===== src/rtl/core/mlfq_pkg.sv =====
package mlfq_pkg;

  // Table geometry
  localparam int NUM_ENTRIES = 64;
  localparam int IDX_W       = $clog2(NUM_ENTRIES);
  localparam int POS_W       = $clog2(NUM_ENTRIES + 1);

  // Field widths
  localparam int CMD_W      = 3;
  localparam int TARGET_W   = 6;
  localparam int ENTRY_W    = 6;
  localparam int LEVEL_W    = 2;
  localparam int SLICE_W    = 5;
  localparam int BOOST_W    = 16;
  localparam int CFG_IDX_W  = 2;
  localparam int CFG_DATA_W = 16;
  localparam int IN_DATA_W  = 16;
  localparam int OUT_DATA_W = 16;

  // Levels and limits
  localparam logic [LEVEL_W-1:0] LEVEL_TOP    = 2'd0;
  localparam logic [LEVEL_W-1:0] LEVEL_MID    = 2'd1;
  localparam logic [LEVEL_W-1:0] LEVEL_BOTTOM = 2'd2;
  localparam logic [SLICE_W-1:0] SLICE_MAX    = '1;

  // Register reset values
  localparam logic [SLICE_W-1:0] SLICE_HIGH_RST   = 5'd4;
  localparam logic [SLICE_W-1:0] SLICE_MEDIUM_RST = 5'd8;
  localparam logic [SLICE_W-1:0] SLICE_LOW_RST    = 5'd16;
  localparam logic [BOOST_W-1:0] BOOST_PERIOD_RST = 16'd1000;

  typedef enum logic [CMD_W-1:0] {
    CMD_TICK     = 3'd0,
    CMD_DISPATCH = 3'd1,
    CMD_YIELD    = 3'd2,
    CMD_SLEEP    = 3'd3,
    CMD_WAKE     = 3'd4,
    CMD_CREATE   = 3'd5,
    CMD_EXIT     = 3'd6
  } cmd_t;

  typedef enum logic [CFG_IDX_W-1:0] {
    CFG_SLICE_HIGH   = 2'd0,
    CFG_SLICE_MEDIUM = 2'd1,
    CFG_SLICE_LOW    = 2'd2,
    CFG_BOOST_PERIOD = 2'd3
  } cfg_idx_t;

  typedef enum logic [1:0] {
    STS_DONE    = 2'd0,
    STS_NOTHING = 2'd1,
    STS_FULL    = 2'd2,
    STS_REJECT  = 2'd3
  } status_t;

  // Encoding of FREE as zero lets an unwritten entry read as free at level 0.
  typedef enum logic [1:0] {
    ES_FREE     = 2'd0,
    ES_RUNNABLE = 2'd1,
    ES_RUNNING  = 2'd2,
    ES_SLEEPING = 2'd3
  } estate_t;

  typedef enum logic [2:0] {
    FS_IDLE,
    FS_BOOST,
    FS_TICK_FIN,
    FS_DISPATCH,
    FS_CREATE,
    FS_WAKE,
    FS_RESP
  } fsm_t;

  typedef struct packed {
    estate_t             state;
    logic [LEVEL_W-1:0]  level;
  } entry_t;

  typedef struct packed {
    logic              re;
    logic [IDX_W-1:0]  raddr;
    logic              we;
    logic [IDX_W-1:0]  waddr;
    entry_t            wdata;
  } tbl_req_t;

  typedef struct packed {
    logic [SLICE_W-1:0] slice_high;
    logic [SLICE_W-1:0] slice_medium;
    logic [SLICE_W-1:0] slice_low;
    logic [BOOST_W-1:0] boost_period;
  } cfg_t;

  // Last member sits in the lowest bits, matching the output packing.
  typedef struct packed {
    status_t             status;
    logic                slice_expired;
    logic [LEVEL_W-1:0]  result_level;
    logic                entry_valid;
    logic [ENTRY_W-1:0]  result_entry;
  } result_t;

  function automatic result_t make_result(input logic [ENTRY_W-1:0] entry,
                                          input logic               valid,
                                          input logic [LEVEL_W-1:0] level,
                                          input logic               expired,
                                          input status_t            status);
    result_t r;
    r.result_entry  = valid ? entry : '0;
    r.entry_valid   = valid;
    r.result_level  = valid ? level : '0;
    r.slice_expired = expired;
    r.status        = status;
    return r;
  endfunction

endpackage


===== src/rtl/core/mlfq_ram.sv =====
module mlfq_ram #(
  parameter int WIDTH = 8,
  parameter int DEPTH = 64
) (
  input  logic                     clk,
  input  logic                     we,
  input  logic [$clog2(DEPTH)-1:0] waddr,
  input  logic [WIDTH-1:0]         wdata,
  input  logic                     re,
  input  logic [$clog2(DEPTH)-1:0] raddr,
  output logic [WIDTH-1:0]         rdata
);

  logic [WIDTH-1:0] mem [DEPTH];

  // One write port and one registered read port.
  always_ff @(posedge clk) begin
    if (we) begin
      mem[waddr] <= wdata;
    end
    if (re) begin
      rdata <= mem[raddr];
    end
  end

endmodule


===== src/rtl/core/mlfq_table.sv =====
module mlfq_table (
  input  logic                clk,
  input  logic                rst,
  input  mlfq_pkg::tbl_req_t  req,
  output mlfq_pkg::entry_t    rdata
);

  logic [mlfq_pkg::NUM_ENTRIES-1:0] written;
  logic                             rd_written;
  logic [$bits(mlfq_pkg::entry_t)-1:0] ram_q;

  mlfq_ram #(
    .WIDTH ($bits(mlfq_pkg::entry_t)),
    .DEPTH (mlfq_pkg::NUM_ENTRIES)
  ) u_ram (
    .clk   (clk),
    .we    (req.we),
    .waddr (req.waddr),
    .wdata (req.wdata),
    .re    (req.re),
    .raddr (req.raddr),
    .rdata (ram_q)
  );

  // Per-entry written marks stand in for clearing the table after reset.
  always_ff @(posedge clk) begin
    if (rst) begin
      written <= '0;
    end else if (req.we) begin
      written[req.waddr] <= 1'b1;
    end
  end

  // The mark is sampled together with the read so both line up with ram_q.
  always_ff @(posedge clk) begin
    if (rst) begin
      rd_written <= 1'b0;
    end else if (req.re) begin
      rd_written <= written[req.raddr];
    end
  end

  // An entry never written reads as free at the top level.
  assign rdata = rd_written ? mlfq_pkg::entry_t'(ram_q) : '0;

endmodule


===== src/rtl/core/mlfq_ctrl.sv =====
module mlfq_ctrl (
  input  logic                                 clk,
  input  logic                                 rst,
  input  mlfq_pkg::cfg_t                       cfg,
  input  logic                                 in_valid,
  input  mlfq_pkg::cmd_t                       in_cmd,
  input  logic [mlfq_pkg::TARGET_W-1:0]        in_target,
  output logic                                 in_ready,
  input  logic                                 out_free,
  output logic                                 out_load,
  output mlfq_pkg::result_t                    res,
  output mlfq_pkg::tbl_req_t                   tbl_req,
  input  mlfq_pkg::entry_t                     tbl_rdata
);

  localparam logic [mlfq_pkg::POS_W-1:0] POS_END = mlfq_pkg::POS_W'(mlfq_pkg::NUM_ENTRIES);

  mlfq_pkg::fsm_t state, state_next;

  // Scheduler state
  logic                             running_valid;
  logic [mlfq_pkg::IDX_W-1:0]       running_entry;
  logic [mlfq_pkg::LEVEL_W-1:0]     running_level;
  logic [mlfq_pkg::SLICE_W-1:0]     slice_used;
  logic [mlfq_pkg::BOOST_W-1:0]     boost_count;
  logic [mlfq_pkg::LEVEL_W-1:0]     sweep_level;
  logic [mlfq_pkg::POS_W-1:0]       sweep_position;
  logic                             sweep_found;
  logic [mlfq_pkg::POS_W-1:0]       runnable_count;

  // Scan bookkeeping
  logic [mlfq_pkg::POS_W-1:0]       scan_pos;
  logic                             pend;
  logic [mlfq_pkg::IDX_W-1:0]       pend_addr;
  logic [mlfq_pkg::TARGET_W-1:0]    target_q;

  // Derived conditions
  logic                             accept;
  logic                             disp_hit;
  logic                             create_hit;
  logic                             boost_fix;
  logic                             sweep_more;
  logic                             scan_more;
  logic                             scan_over;
  logic [mlfq_pkg::BOOST_W-1:0]     bc_inc;
  logic                             boost_due;
  logic [mlfq_pkg::SLICE_W-1:0]     su_inc;
  logic [mlfq_pkg::SLICE_W-1:0]     slice_lim;
  logic                             expire;
  logic [mlfq_pkg::LEVEL_W-1:0]     level_dem;
  logic                             wake_bad;
  logic                             run_stop;

  // Conditions shared by the next-state, output and register blocks.
  always_comb begin
    accept     = in_valid && (state == mlfq_pkg::FS_IDLE);
    disp_hit   = pend && (tbl_rdata.state == mlfq_pkg::ES_RUNNABLE) &&
                 (tbl_rdata.level == sweep_level);
    create_hit = pend && (tbl_rdata.state == mlfq_pkg::ES_FREE);
    boost_fix  = pend && ((tbl_rdata.state == mlfq_pkg::ES_RUNNABLE) ||
                          (tbl_rdata.state == mlfq_pkg::ES_RUNNING)) &&
                 (tbl_rdata.level != mlfq_pkg::LEVEL_TOP);
    sweep_more = sweep_position < POS_END;
    scan_more  = scan_pos < POS_END;
    scan_over  = !scan_more && !pend;
    bc_inc     = boost_count + mlfq_pkg::BOOST_W'(1);
    boost_due  = bc_inc >= cfg.boost_period;
    su_inc     = (slice_used == mlfq_pkg::SLICE_MAX) ? slice_used
                                                     : slice_used + mlfq_pkg::SLICE_W'(1);
    wake_bad   = 32'(in_target) >= mlfq_pkg::NUM_ENTRIES;
    run_stop   = running_valid && ((in_cmd == mlfq_pkg::CMD_YIELD) ||
                                   (in_cmd == mlfq_pkg::CMD_SLEEP) ||
                                   (in_cmd == mlfq_pkg::CMD_EXIT));
  end

  // Slice length of the running task's level and its demoted level.
  always_comb begin
    case (running_level)
      mlfq_pkg::LEVEL_TOP: slice_lim = cfg.slice_high;
      mlfq_pkg::LEVEL_MID: slice_lim = cfg.slice_medium;
      default:             slice_lim = cfg.slice_low;
    endcase
    expire    = su_inc >= slice_lim;
    level_dem = (running_level < mlfq_pkg::LEVEL_BOTTOM) ?
                running_level + mlfq_pkg::LEVEL_W'(1) : running_level;
  end

  // Next state.
  always_comb begin
    state_next = state;
    unique case (state)
      mlfq_pkg::FS_IDLE: begin
        if (in_valid) begin
          unique case (in_cmd)
            mlfq_pkg::CMD_TICK:
              state_next = boost_due ? mlfq_pkg::FS_BOOST : mlfq_pkg::FS_TICK_FIN;
            mlfq_pkg::CMD_DISPATCH:
              state_next = (running_valid || (runnable_count == '0)) ?
                           mlfq_pkg::FS_RESP : mlfq_pkg::FS_DISPATCH;
            mlfq_pkg::CMD_WAKE:
              state_next = wake_bad ? mlfq_pkg::FS_RESP : mlfq_pkg::FS_WAKE;
            mlfq_pkg::CMD_CREATE:
              state_next = mlfq_pkg::FS_CREATE;
            default:
              state_next = mlfq_pkg::FS_RESP;
          endcase
        end
      end
      mlfq_pkg::FS_BOOST: begin
        if (scan_over) begin
          state_next = mlfq_pkg::FS_TICK_FIN;
        end
      end
      mlfq_pkg::FS_TICK_FIN: state_next = mlfq_pkg::FS_RESP;
      mlfq_pkg::FS_DISPATCH: begin
        if (disp_hit) begin
          state_next = mlfq_pkg::FS_RESP;
        end
      end
      mlfq_pkg::FS_CREATE: begin
        if (create_hit || scan_over) begin
          state_next = mlfq_pkg::FS_RESP;
        end
      end
      mlfq_pkg::FS_WAKE: state_next = mlfq_pkg::FS_RESP;
      mlfq_pkg::FS_RESP: begin
        if (out_free) begin
          state_next = mlfq_pkg::FS_IDLE;
        end
      end
      default: state_next = mlfq_pkg::FS_IDLE;
    endcase
  end

  // Outputs: handshake and entry table accesses.
  always_comb begin
    in_ready      = (state == mlfq_pkg::FS_IDLE);
    out_load      = (state == mlfq_pkg::FS_RESP) && out_free;
    tbl_req       = '0;
    unique case (state)
      mlfq_pkg::FS_IDLE: begin
        if (in_valid && (in_cmd == mlfq_pkg::CMD_WAKE) && !wake_bad) begin
          tbl_req.re    = 1'b1;
          tbl_req.raddr = mlfq_pkg::IDX_W'(in_target);
        end
        if (in_valid && run_stop) begin
          tbl_req.we    = 1'b1;
          tbl_req.waddr = running_entry;
          unique case (in_cmd)
            mlfq_pkg::CMD_YIELD: tbl_req.wdata = '{mlfq_pkg::ES_RUNNABLE, running_level};
            mlfq_pkg::CMD_SLEEP: tbl_req.wdata = '{mlfq_pkg::ES_SLEEPING, running_level};
            default:             tbl_req.wdata = '{mlfq_pkg::ES_FREE, mlfq_pkg::LEVEL_TOP};
          endcase
        end
      end
      mlfq_pkg::FS_BOOST: begin
        tbl_req.re    = scan_more;
        tbl_req.raddr = scan_pos[mlfq_pkg::IDX_W-1:0];
        tbl_req.we    = boost_fix;
        tbl_req.waddr = pend_addr;
        tbl_req.wdata = '{tbl_rdata.state, mlfq_pkg::LEVEL_TOP};
      end
      mlfq_pkg::FS_TICK_FIN: begin
        tbl_req.we    = running_valid && expire;
        tbl_req.waddr = running_entry;
        tbl_req.wdata = '{mlfq_pkg::ES_RUNNABLE, level_dem};
      end
      mlfq_pkg::FS_DISPATCH: begin
        tbl_req.re    = !disp_hit && sweep_more;
        tbl_req.raddr = sweep_position[mlfq_pkg::IDX_W-1:0];
        tbl_req.we    = disp_hit;
        tbl_req.waddr = pend_addr;
        tbl_req.wdata = '{mlfq_pkg::ES_RUNNING, tbl_rdata.level};
      end
      mlfq_pkg::FS_CREATE: begin
        tbl_req.re    = !create_hit && scan_more;
        tbl_req.raddr = scan_pos[mlfq_pkg::IDX_W-1:0];
        tbl_req.we    = create_hit;
        tbl_req.waddr = pend_addr;
        tbl_req.wdata = '{mlfq_pkg::ES_RUNNABLE, mlfq_pkg::LEVEL_TOP};
      end
      mlfq_pkg::FS_WAKE: begin
        tbl_req.we    = (tbl_rdata.state == mlfq_pkg::ES_SLEEPING);
        tbl_req.waddr = mlfq_pkg::IDX_W'(target_q);
        tbl_req.wdata = '{mlfq_pkg::ES_RUNNABLE, tbl_rdata.level};
      end
      default: ;
    endcase
  end

  always_ff @(posedge clk) begin
    state <= rst ? mlfq_pkg::FS_IDLE : state_next;
  end

  // Scheduler registers and the pending result.
  always_ff @(posedge clk) begin
    if (rst) begin
      running_valid  <= 1'b0;
      running_entry  <= '0;
      running_level  <= mlfq_pkg::LEVEL_TOP;
      slice_used     <= '0;
      boost_count    <= '0;
      sweep_level    <= mlfq_pkg::LEVEL_TOP;
      sweep_position <= '0;
      sweep_found    <= 1'b0;
      runnable_count <= '0;
      scan_pos       <= '0;
      pend           <= 1'b0;
    end else begin
      unique case (state)
        mlfq_pkg::FS_IDLE: begin
          if (accept) begin
            pend     <= 1'b0;
            scan_pos <= '0;
            target_q <= in_target;
            unique case (in_cmd)
              mlfq_pkg::CMD_TICK: begin
                boost_count <= boost_due ? '0 : bc_inc;
              end
              mlfq_pkg::CMD_DISPATCH: begin
                if (running_valid) begin
                  res <= mlfq_pkg::make_result('0, 1'b0, '0, 1'b0, mlfq_pkg::STS_REJECT);
                end else if (runnable_count == '0) begin
                  sweep_level    <= mlfq_pkg::LEVEL_TOP;
                  sweep_position <= '0;
                  sweep_found    <= 1'b0;
                  res <= mlfq_pkg::make_result('0, 1'b0, '0, 1'b0, mlfq_pkg::STS_NOTHING);
                end
              end
              mlfq_pkg::CMD_YIELD, mlfq_pkg::CMD_SLEEP, mlfq_pkg::CMD_EXIT: begin
                if (!running_valid) begin
                  res <= mlfq_pkg::make_result('0, 1'b0, '0, 1'b0, mlfq_pkg::STS_NOTHING);
                end else begin
                  running_valid <= 1'b0;
                  slice_used    <= '0;
                  if (in_cmd == mlfq_pkg::CMD_YIELD) begin
                    runnable_count <= runnable_count + mlfq_pkg::POS_W'(1);
                  end
                  res <= mlfq_pkg::make_result(mlfq_pkg::ENTRY_W'(running_entry), 1'b1,
                                               (in_cmd == mlfq_pkg::CMD_EXIT) ?
                                               mlfq_pkg::LEVEL_TOP : running_level,
                                               1'b0, mlfq_pkg::STS_DONE);
                end
              end
              mlfq_pkg::CMD_WAKE: begin
                res <= mlfq_pkg::make_result('0, 1'b0, '0, 1'b0, mlfq_pkg::STS_REJECT);
              end
              mlfq_pkg::CMD_CREATE: ;
              default: begin
                res <= mlfq_pkg::make_result('0, 1'b0, '0, 1'b0, mlfq_pkg::STS_REJECT);
              end
            endcase
          end
        end

        // Boost pass: one read issued and one entry fixed up per cycle.
        mlfq_pkg::FS_BOOST: begin
          if (scan_more) begin
            pend      <= 1'b1;
            pend_addr <= scan_pos[mlfq_pkg::IDX_W-1:0];
            scan_pos  <= scan_pos + mlfq_pkg::POS_W'(1);
          end else begin
            pend <= 1'b0;
          end
          if (scan_over && running_valid) begin
            slice_used    <= '0;
            running_level <= mlfq_pkg::LEVEL_TOP;
          end
        end

        mlfq_pkg::FS_TICK_FIN: begin
          if (!running_valid) begin
            res <= mlfq_pkg::make_result('0, 1'b0, '0, 1'b0, mlfq_pkg::STS_NOTHING);
          end else if (expire) begin
            running_valid  <= 1'b0;
            slice_used     <= '0;
            runnable_count <= runnable_count + mlfq_pkg::POS_W'(1);
            res <= mlfq_pkg::make_result(mlfq_pkg::ENTRY_W'(running_entry), 1'b1,
                                         level_dem, 1'b1, mlfq_pkg::STS_DONE);
          end else begin
            slice_used <= su_inc;
            res <= mlfq_pkg::make_result(mlfq_pkg::ENTRY_W'(running_entry), 1'b1,
                                         running_level, 1'b0, mlfq_pkg::STS_DONE);
          end
        end

        // Dispatch sweep: the pending read is judged before the sweep moves on.
        mlfq_pkg::FS_DISPATCH: begin
          if (disp_hit) begin
            pend           <= 1'b0;
            sweep_found    <= 1'b1;
            sweep_position <= mlfq_pkg::POS_W'(pend_addr) + mlfq_pkg::POS_W'(1);
            running_valid  <= 1'b1;
            running_entry  <= pend_addr;
            running_level  <= tbl_rdata.level;
            slice_used     <= '0;
            runnable_count <= runnable_count - mlfq_pkg::POS_W'(1);
            res <= mlfq_pkg::make_result(mlfq_pkg::ENTRY_W'(pend_addr), 1'b1,
                                         tbl_rdata.level, 1'b0, mlfq_pkg::STS_DONE);
          end else if (sweep_more) begin
            pend           <= 1'b1;
            pend_addr      <= sweep_position[mlfq_pkg::IDX_W-1:0];
            sweep_position <= sweep_position + mlfq_pkg::POS_W'(1);
          end else begin
            // End of a level's pass: back to the top after a find or from the bottom level, else one down.
            pend           <= 1'b0;
            sweep_level    <= (sweep_found || (sweep_level >= mlfq_pkg::LEVEL_BOTTOM)) ?
                              mlfq_pkg::LEVEL_TOP : sweep_level + mlfq_pkg::LEVEL_W'(1);
            sweep_found    <= 1'b0;
            sweep_position <= '0;
          end
        end

        // Search for the first free entry in index order.
        mlfq_pkg::FS_CREATE: begin
          if (create_hit) begin
            pend           <= 1'b0;
            runnable_count <= runnable_count + mlfq_pkg::POS_W'(1);
            res <= mlfq_pkg::make_result(mlfq_pkg::ENTRY_W'(pend_addr), 1'b1,
                                         mlfq_pkg::LEVEL_TOP, 1'b0, mlfq_pkg::STS_DONE);
          end else if (scan_more) begin
            pend      <= 1'b1;
            pend_addr <= scan_pos[mlfq_pkg::IDX_W-1:0];
            scan_pos  <= scan_pos + mlfq_pkg::POS_W'(1);
          end else begin
            pend <= 1'b0;
            if (!pend) begin
              res <= mlfq_pkg::make_result('0, 1'b0, '0, 1'b0, mlfq_pkg::STS_FULL);
            end
          end
        end

        mlfq_pkg::FS_WAKE: begin
          if (tbl_rdata.state == mlfq_pkg::ES_SLEEPING) begin
            runnable_count <= runnable_count + mlfq_pkg::POS_W'(1);
            res <= mlfq_pkg::make_result(mlfq_pkg::ENTRY_W'(target_q), 1'b1,
                                         tbl_rdata.level, 1'b0, mlfq_pkg::STS_DONE);
          end else begin
            res <= mlfq_pkg::make_result('0, 1'b0, '0, 1'b0, mlfq_pkg::STS_NOTHING);
          end
        end

        default: ;
      endcase
    end
  end

endmodule


===== src/rtl/core/mlfq_process_scheduler_unit.sv =====
// Three-level feedback scheduler for one CPU over a table of NUM_ENTRIES task
// entries, each entry's state and level held in a single-port-write, registered
// read RAM. Commands arrive on the slave stream one at a time, and each produces
// exactly one result transfer on the master stream; the result sits in an output
// register, so the next command is taken while it waits. Because the table
// answers one read per cycle, the cost of a command follows from how many entries
// it must visit: yield, sleep, exit and a tick without a boost visit none, wake
// reads only its target, a tick that falls on a boost period adds a pass over
// every entry that returns active entries to the top level, create scans in
// index order for the first free entry, and dispatch may sweep across every
// level before it finds a runnable entry. After reset every entry reads as free
// without any clearing pass, so commands are taken straight away. Configuration
// writes are always ready and must be issued only while no command is in flight.
module mlfq_process_scheduler_unit (
  input  logic                              clk,
  input  logic                              rst,
  input  logic                              s_tvalid,
  output logic                              s_tready,
  input  logic [mlfq_pkg::IN_DATA_W-1:0]    s_tdata,   // cmd[2:0], target_entry[8:3]
  output logic                              m_tvalid,
  input  logic                              m_tready,
  output logic [mlfq_pkg::OUT_DATA_W-1:0]   m_tdata,   // result_entry[5:0], entry_valid[6],
                                                       // result_level[8:7], slice_expired[9],
                                                       // status[11:10]
  input  logic                              cfg_valid,
  output logic                              cfg_ready,
  input  logic [mlfq_pkg::CFG_IDX_W-1:0]    cfg_index,
  input  logic [mlfq_pkg::CFG_DATA_W-1:0]   cfg_data
);

  mlfq_pkg::cfg_t      cfg;
  mlfq_pkg::cmd_t      in_cmd;
  logic [mlfq_pkg::TARGET_W-1:0] in_target;
  logic                out_free;
  logic                out_load;
  mlfq_pkg::result_t   res;
  mlfq_pkg::result_t   out_q;
  mlfq_pkg::tbl_req_t  tbl_req;
  mlfq_pkg::entry_t    tbl_rdata;

  // Input field unpacking
  assign in_cmd    = mlfq_pkg::cmd_t'(s_tdata[mlfq_pkg::CMD_W-1:0]);
  assign in_target = s_tdata[mlfq_pkg::CMD_W +: mlfq_pkg::TARGET_W];

  // Configuration registers take a write on every transfer.
  assign cfg_ready = 1'b1;

  always_ff @(posedge clk) begin
    if (rst) begin
      cfg.slice_high   <= mlfq_pkg::SLICE_HIGH_RST;
      cfg.slice_medium <= mlfq_pkg::SLICE_MEDIUM_RST;
      cfg.slice_low    <= mlfq_pkg::SLICE_LOW_RST;
      cfg.boost_period <= mlfq_pkg::BOOST_PERIOD_RST;
    end else if (cfg_valid && cfg_ready) begin
      unique case (mlfq_pkg::cfg_idx_t'(cfg_index))
        mlfq_pkg::CFG_SLICE_HIGH:   cfg.slice_high   <= cfg_data[mlfq_pkg::SLICE_W-1:0];
        mlfq_pkg::CFG_SLICE_MEDIUM: cfg.slice_medium <= cfg_data[mlfq_pkg::SLICE_W-1:0];
        mlfq_pkg::CFG_SLICE_LOW:    cfg.slice_low    <= cfg_data[mlfq_pkg::SLICE_W-1:0];
        default:                    cfg.boost_period <= cfg_data[mlfq_pkg::BOOST_W-1:0];
      endcase
    end
  end

  mlfq_table u_table (
    .clk   (clk),
    .rst   (rst),
    .req   (tbl_req),
    .rdata (tbl_rdata)
  );

  mlfq_ctrl u_ctrl (
    .clk       (clk),
    .rst       (rst),
    .cfg       (cfg),
    .in_valid  (s_tvalid),
    .in_cmd    (in_cmd),
    .in_target (in_target),
    .in_ready  (s_tready),
    .out_free  (out_free),
    .out_load  (out_load),
    .res       (res),
    .tbl_req   (tbl_req),
    .tbl_rdata (tbl_rdata)
  );

  // Output register: free when empty or when its result transfers this cycle.
  assign out_free = !m_tvalid || m_tready;

  always_ff @(posedge clk) begin
    if (rst) begin
      m_tvalid <= 1'b0;
    end else if (out_load) begin
      m_tvalid <= 1'b1;
    end else if (m_tready) begin
      m_tvalid <= 1'b0;
    end
  end

  always_ff @(posedge clk) begin
    if (out_load) begin
      out_q <= res;
    end
  end

  assign m_tdata = mlfq_pkg::OUT_DATA_W'(out_q);

endmodule


===== config.mk =====
export PLATFORM = sky130hd
export DESIGN_NAME = mlfq_process_scheduler_unit
export DESIGN_NICKNAME = d
export VERILOG_FILES = /design/src/rtl/core/mlfq_pkg.sv /design/src/rtl/core/mlfq_ram.sv /design/src/rtl/core/mlfq_table.sv /design/src/rtl/core/mlfq_ctrl.sv /design/src/rtl/core/mlfq_process_scheduler_unit.sv
export SDC_FILE = /design/constraint.sdc
export NUM_CORES = 1
export LEC_CHECK = 0
export BUFFER_PORTS_ARGS = -buffer_cell sky130_fd_sc_hd__buf_2
export CORE_UTILIZATION = 57
export DETAILED_ROUTE_END_ITERATION = 10
export PLACE_DENSITY = 0.71
export SYNTH_ARGS = -nofsm -noshare
export SYNTH_HDL_FRONTEND = slang
export SYNTH_SLANG_ARGS = --single-unit

===== constraint.sdc =====
create_clock -name clk -period 5.9 [get_ports clk]
set_clock_uncertainty 0.1 [all_clocks]
set_input_delay 0.59 -clock clk [delete_from_list [all_inputs] [get_ports clk]]
set_output_delay 0.59 -clock clk [all_outputs]
set_load 0.1 [all_outputs]

# ---- Word level (Yosys, flattened, before mapping)
# Memories as Yosys holds them, arrays and structs flattened. A register that Yosys moved wholly into a read port is not among the register bits.
# Cells that the tools add are included.
# W data, S select, Z words.
dict set report totals {
  register_bits 191
  ramBits 256
  input_bits 39
  out_inout_bits 19
  wordCells 271
  memories 1
}
# name depth word_bits rd rd_clocked_by_memory_dff write_ports line
set memory_table {}
lappend memory_table {u_table.u_ram.mem 64 4 1 1 1 mlfq_ram.sv:14} ;# logic [WIDTH-1:0] mem [DEPTH];
dict set report classes {
  addsub 9
  n_lt_le_gt_ge 9
  eq_ne 46
  muxes 105
  n_bitwise 3
  reduce_logical 67
}
# op count
set ops {}
lappend ops {{$mux W7} 19}
lappend ops {{$mux W12} 8}
lappend ops {{$pmux W11 S6} 1}
lappend ops {{$or A64 B64 Y64} 1}
lappend ops {{$pmux W12 S5} 1}
lappend ops {{$mux W5} 8}
lappend ops {{$pmux W12 S3} 1}
lappend ops {{$pmux W7 S5} 1}
lappend ops {{$mux W11} 3}
lappend ops {{$ne A2 B1 Y1 const B} 16}
lappend ops {{$pmux W7 S4} 1}
lappend ops {{$mux W2} 12}
lappend ops {{$mux W6} 4}
lappend ops {{$mux W1} 22}
lappend ops {{$add A7 B1 Y7 const B} 3}
lappend ops {{$pmux W7 S3} 1}
lappend ops {{$pmux W5 S4} 1}
lappend ops {{$eq A3 B3 Y1 const B} 6}
lappend ops {{$mux W3} 6}
lappend ops {{$pmux W3 S6} 1}
lappend ops {{$pmux W6 S3} 1}
lappend ops {{$add A16 B1 Y16 const B} 1}
lappend ops {{$ge A16 B16 Y1} 1}
lappend ops {{$logic_and A1 B1 Y1} 16}
lappend ops {{53 further kinds} 104}

# ---- Logic depth before layout (Yosys ltp)
dict set report depth {
  ltp_word 12
  mapped_depth 16
  ltp_nobuf 15
}

# ---- By module
# A second synthesis with hierarchy kept.
dict set report unflattened {
  hier_cells 1667
  hier_area_um2 20514.7
}
# module instances cells_each area_per_inst_um2 seq_area_each_um2
set modules_own_cells {}
lappend modules_own_cells {mlfq_ram 1 529 10396.2 7807.5}
lappend modules_own_cells {mlfq_ctrl 1 692 5664.2 1881.8}
lappend modules_own_cells {mlfq_table 1 298 2731.4 1301.2}
lappend modules_own_cells {mlfq_process_scheduler_unit 1 148 1722.9 1001.0}

# ---- Least setup slack after synthesis
# Ideal clock, no wire load.
dict set report synth_path {
  kind {reg-to-reg}
  start {reg u_ctrl.state[1]}
  end {mem u_table.u_ram.mem[0][0] (netlist bit), data pin}
  setup_ns 0.721
  arrival_ns 3.808
  required_time_ns 5.079
  slack_ns 1.272
  stages_incl_launch_ff 6
  path_buffers 4
  synth_period_minus_slack_ns 4.628
  path_cell_list {dfxtp_1 -> buf_2 -> buf_1 -> clkbuf_1 -> clkbuf_1 -> o31ai_1}
}
# element line
set synth_lines {}
lappend synth_lines {{from (decl)} mlfq_ctrl.sv:18} ;# mlfq_pkg::fsm_t state, state_next;
lappend synth_lines {{from (signal assigned)} mlfq_ctrl.sv:192} ;# state <= rst ? mlfq_pkg::FS_IDLE : state_next;
lappend synth_lines {{to (decl)} mlfq_ram.sv:14}

# ---- Worst setup path in the final report
dict set report layout_path {
  start {reg u_ctrl.state[0]}
  end {mem u_table.u_ram.mem[60][0] (netlist bit), enable pin}
}
dict set report layout_between {
  elab_chain_len 4
  word_cells_on_any_way 9
  classes_between {5 x eq/ne; 3 x mux; 1 x reduce/logical}
}
# element line
set layout_lines {}
lappend layout_lines {{$eq A3 B3 Y1, or another cell as far along} mlfq_ctrl.sv:140} ;# unique case (state)
lappend layout_lines {{$pmux W11 S6 (*)} mlfq_ctrl.sv:140}
lappend layout_lines {{$mux W1} mlfq_ram.sv:18} ;# if (we) begin
lappend layout_lines {{$mux W1 (not written as such)} mlfq_ram.sv:19} ;# mem[waddr] <= wdata;
# Every way passes the cells marked *; elsewhere a longest branch is shown, timed or not.

==> summary.md <==
| Metric | Value |
|---|---|
| Status | `completed` |
| Synth warn | `0` |
| Area of the multi-input gates | `between 7000 and 8000 um2` |
| CP required | `6.03 ns` |
| Most frequent CP cell | `buf_4` |
| Post-Syn Area per Cell | `10.3 um2` |
| Cell taking the most area after synthesis | `edfxtp_1` |
| Final worst path period need | `between 4 and 5 ns` |
| Layout area overhead | `10.2%` |
| Startpoint Class | `flip-flop` |
| Detailed Routing Iterations Pass 1 | `7` |
| I/O pin count | `58` |
| Yosys top cell area share | `0.434` |
| Global Route Usage Sum | `0.285` |
| Routed Wire Length | `~52000 um` |
| Initial Utilization | `0.578` |
| Dpl cells | `2409` |
| Crit path cell chain | `buf_4 -> nor2b_1 -> nand2_1 -> buf_4 -> inv_1 -> buf_4 -> nand2_1 -> o2111a_1 -> nor2b_1 -> nand3_1 -> nor2_1` |
| DRT antenna net count | `0` |
| Routed WL per cell | `20.7 um` |
| Dominant cells by area after synthesis | `edfxtp_1, dfxtp_1, nand2_1` |
| Setup Viol. Count Final | `0` |
| Root Buffer | `clkbuf_16` |
| Mapped Cells | `1998` |
| Placed Area | `21100 um2` |
| Synth cell types | `71` |
| Nets | `2076` |
| Sequential cell area | `between 10000 and 15000 um2` |
| DRT iter0 DRCs | `1618` |
| Max stage delay on crit path | `0.67 ns` |
| Vias in the first global route | `14.6k` |
| Worst-path fanout max | `20` |
| Max-slew violation count | `0` |
| CTS HTree Levels | `2` |
| DP HPWL | `roughly 33000 um` |
| Largest net degree at the start of global routing | `69` |
| Die area | `36700 um2` |
| Die span in x | `192 um` |
| Part of the Yosys area used for sequential elements | `0.585` |
| Avg Vias per Cell | `6.21` |
| Clk sinks | `451` |
| # fillers | `2866` |
| Initial antenna violation count | `0` |
| Actual slew at the worst max-slew pin | `1.25 ns` |
| Via count | `between 15k and 20k` |
| FP Rows | `69` |
| CTS max path bufs | `3` |
| Hold-fix buffers, CTS | `0` |
| CTS resizes | `0` |
| Clock insertion delay at the later pin of the skew report | `0.58 ns` |
| Cell area after synthesis | `20500 um2` |
| Core Region | `35500 um2` |
| Antenna Cells | `0` |
| Yosys reg bits | `between 400 and 500` |
| Slowest stage cell, crit path | `dfxtp_1` |
| First-pass GRT wire length | `just over 80000 um` |
| Buffer and inverter count on the worst path | `4` |
| CTS tree | `built` |
| Delay-heaviest family, CP | `simple AND/OR/NAND/NOR gates` |
| Final hold viol count | `0` |
| Final cycle utilization of the critical path | `0.772` |
| Post-CTS setup buffers | `0` |
| Most used DFF post-synth | `edfxtp_1` |
| Num CTS Buffers | `between 40 and 50` |
| FFs w/ async S/R, synth | `0` |
| Post-synth EDFFs | `296` |
| Post-route insts no fill | `2498` |
| Pleak | `8.46 nW` |
| CTS clk-pin slew, worst paths | `0.06 ns` |
| Worst path arrival time | `between 4 and 5 ns` |
| Max_cap viols | `0` |
| Hold WC Path Type | `in2reg` |
| Crit Path Class | `reg2reg` |
| GPL Wtd Cong | `a little under 1` |
| Setup TNS | `0 ns` |
| Grt ovf | `0` |
| PortBufs | `45` |
| Unrepaired setup endpoints after global routing | `no` |
| Die height | `between 150 and 200 um` |
| Max transition margin | `0.169` |
| Hold slack | `0.122 ns` |
| Fin area | `22600 um2` |
| DR DRC count | `0` |
| Worst vdd ir | `0.474 mV` |
| Max Clk Rate | `0.220 GHz` |
| Share of layout cells above drive strength 1 | `0.0903` |
| Total power per unit cell area | `372 nW/um2` |
| Critical path capture point type | `flip-flop` |
-- area by class of cell --
cell class,instances,share of cell area
clock inverter,22,0.00880
inverter,39,0.00648
multi-input combinational,1378,0.347
tap,461,0.0255
sequential,451,0.531
clock buffer,67,0.0590
timing repair buffer,80,0.0223
-- synth_stat cells, types with 16 or more instances --
master,count
xor2_1,20
edfxtp_1,296
a211oi_1,22
ha_1,38
dfxtp_1,155
a31oi_1,30
inv_1,39
a21oi_1,110
mux2i_1,46
nand2b_1,16
nand3_1,104
clkbuf_1,85
buf_2,28
o21a_1,31
and3_1,56
nor3_1,22
nor2_1,228
a21o_1,17
nand2_1,373
a311oi_1,30
o21ai_0,56
-- stage by stage --
stage	power, mW	util	setup WS (ns)
6_report	8.40	0.637	1.35
5_1_grt	8.69	0.637	1.08
4_1_cts	8.41	0.637	1.42
3_5_place_dp	5.48	0.594	1.38
3_3_place_gp	5.44	0.594	1.44
2_1_floorplan	4.97	-	1.27
-- registers in the layout, summed over array words and instances, names as in the netlist, 2 cells and up --
signal,cells
cfg,31
m_tdata,12
u_ctrl.boost_count,16
u_ctrl.pend_addr,6
u_ctrl.res,12
u_ctrl.runnable_count,7
u_ctrl.running_entry,6
u_ctrl.running_level,2
u_ctrl.scan_pos,7
u_ctrl.slice_used,5
u_ctrl.state,3
u_ctrl.sweep_level,2
u_ctrl.sweep_position,7
u_ctrl.target_q,6
u_table.u_ram.mem,256
u_table.u_ram.rdata,4
u_table.written,64
-- worst register-to-register path, stage by stage, from the launching register on --
cell and delay (ns):
dfxtp_1 0.67, buf_4 0.33, nor2b_1 0.35, nand2_1 0.09, buf_4 0.24, inv_1 0.08
buf_4 0.26, nand2_1 0.23, o2111a_1 0.42, nor2b_1 0.26, nand3_1 0.61, nor2_1 0.57
-- kinds of logic after synthesis --
family | after synthesis | share of synthesized area
other | 2 | 0.000366
flip-flops | 451 | 0.585
buffers and inverters | 172 | 0.0367
AO/OA/AOI/OAI | 385 | 0.127
AND/OR/NAND/NOR | 864 | 0.186
multiplexers | 52 | 0.0263
XOR/XNOR | 33 | 0.0141
adder cells (fa/ha/maj) | 39 | 0.0242
-- worst paths after layout --
| kind | start | to | slack [ns] | cells after the start |
|---|---|---|---|---|
| worst min register to register | u_ctrl.res[0] | m_tdata[0] | 0.32 | 0 |
| worst max-delay path | u_ctrl.state[0] | u_table.u_ram.mem[60][0] | 1.35 | 11 |
| worst min-delay path | s_tdata[7] | u_ctrl.target_q[4] | 0.12 | 1 |
| worst max register to register | u_ctrl.state[0] | u_table.u_ram.mem[60][0] | 1.35 | 11 |
-- cell usage in the layout, fill, tap and decap left out, drive strengths merged, types with 8 or more instances in the layout --
cell	instances
nor2b	8
nand2b	16
o21ai	56
a31oi	30
nor3	24
a21o	17
dfxtp	155
inv	42
xnor2	13
o21a	31
nor2	228
clkbuf	67
a211oi	22
a311oi	30
a221oi	12
nand2	374
a22oi	12
buf	80
clkinv	14
ha	38
mux2i	46
and3	56
xor2	20
a21oi	110
a221o	8
a222oi	9
edfxtp	296
a32oi	13
nand3	104
-- power breakdown --
part	switching [mW]	internal [mW]	total (mW)	leakage, nW
clock network	1.25	1.71	2.97	0.752
logic	1.23	0.436	1.67	3.85
registers	0.114	3.66	3.77	3.86
-- metal layers --
layer | up-vias | share of wire | global-route usage
li1 | 7208 | - | -
met3 | 111 | 0.079 | 0.0548
met1 | 7493 | 0.41 | 0.374
met5 | - | 0 | 0
met4 | 0 | 0.032 | 0.0968
met2 | 699 | 0.48 | 0.472
No activity file was read; power rests on OpenSTA's default activity.
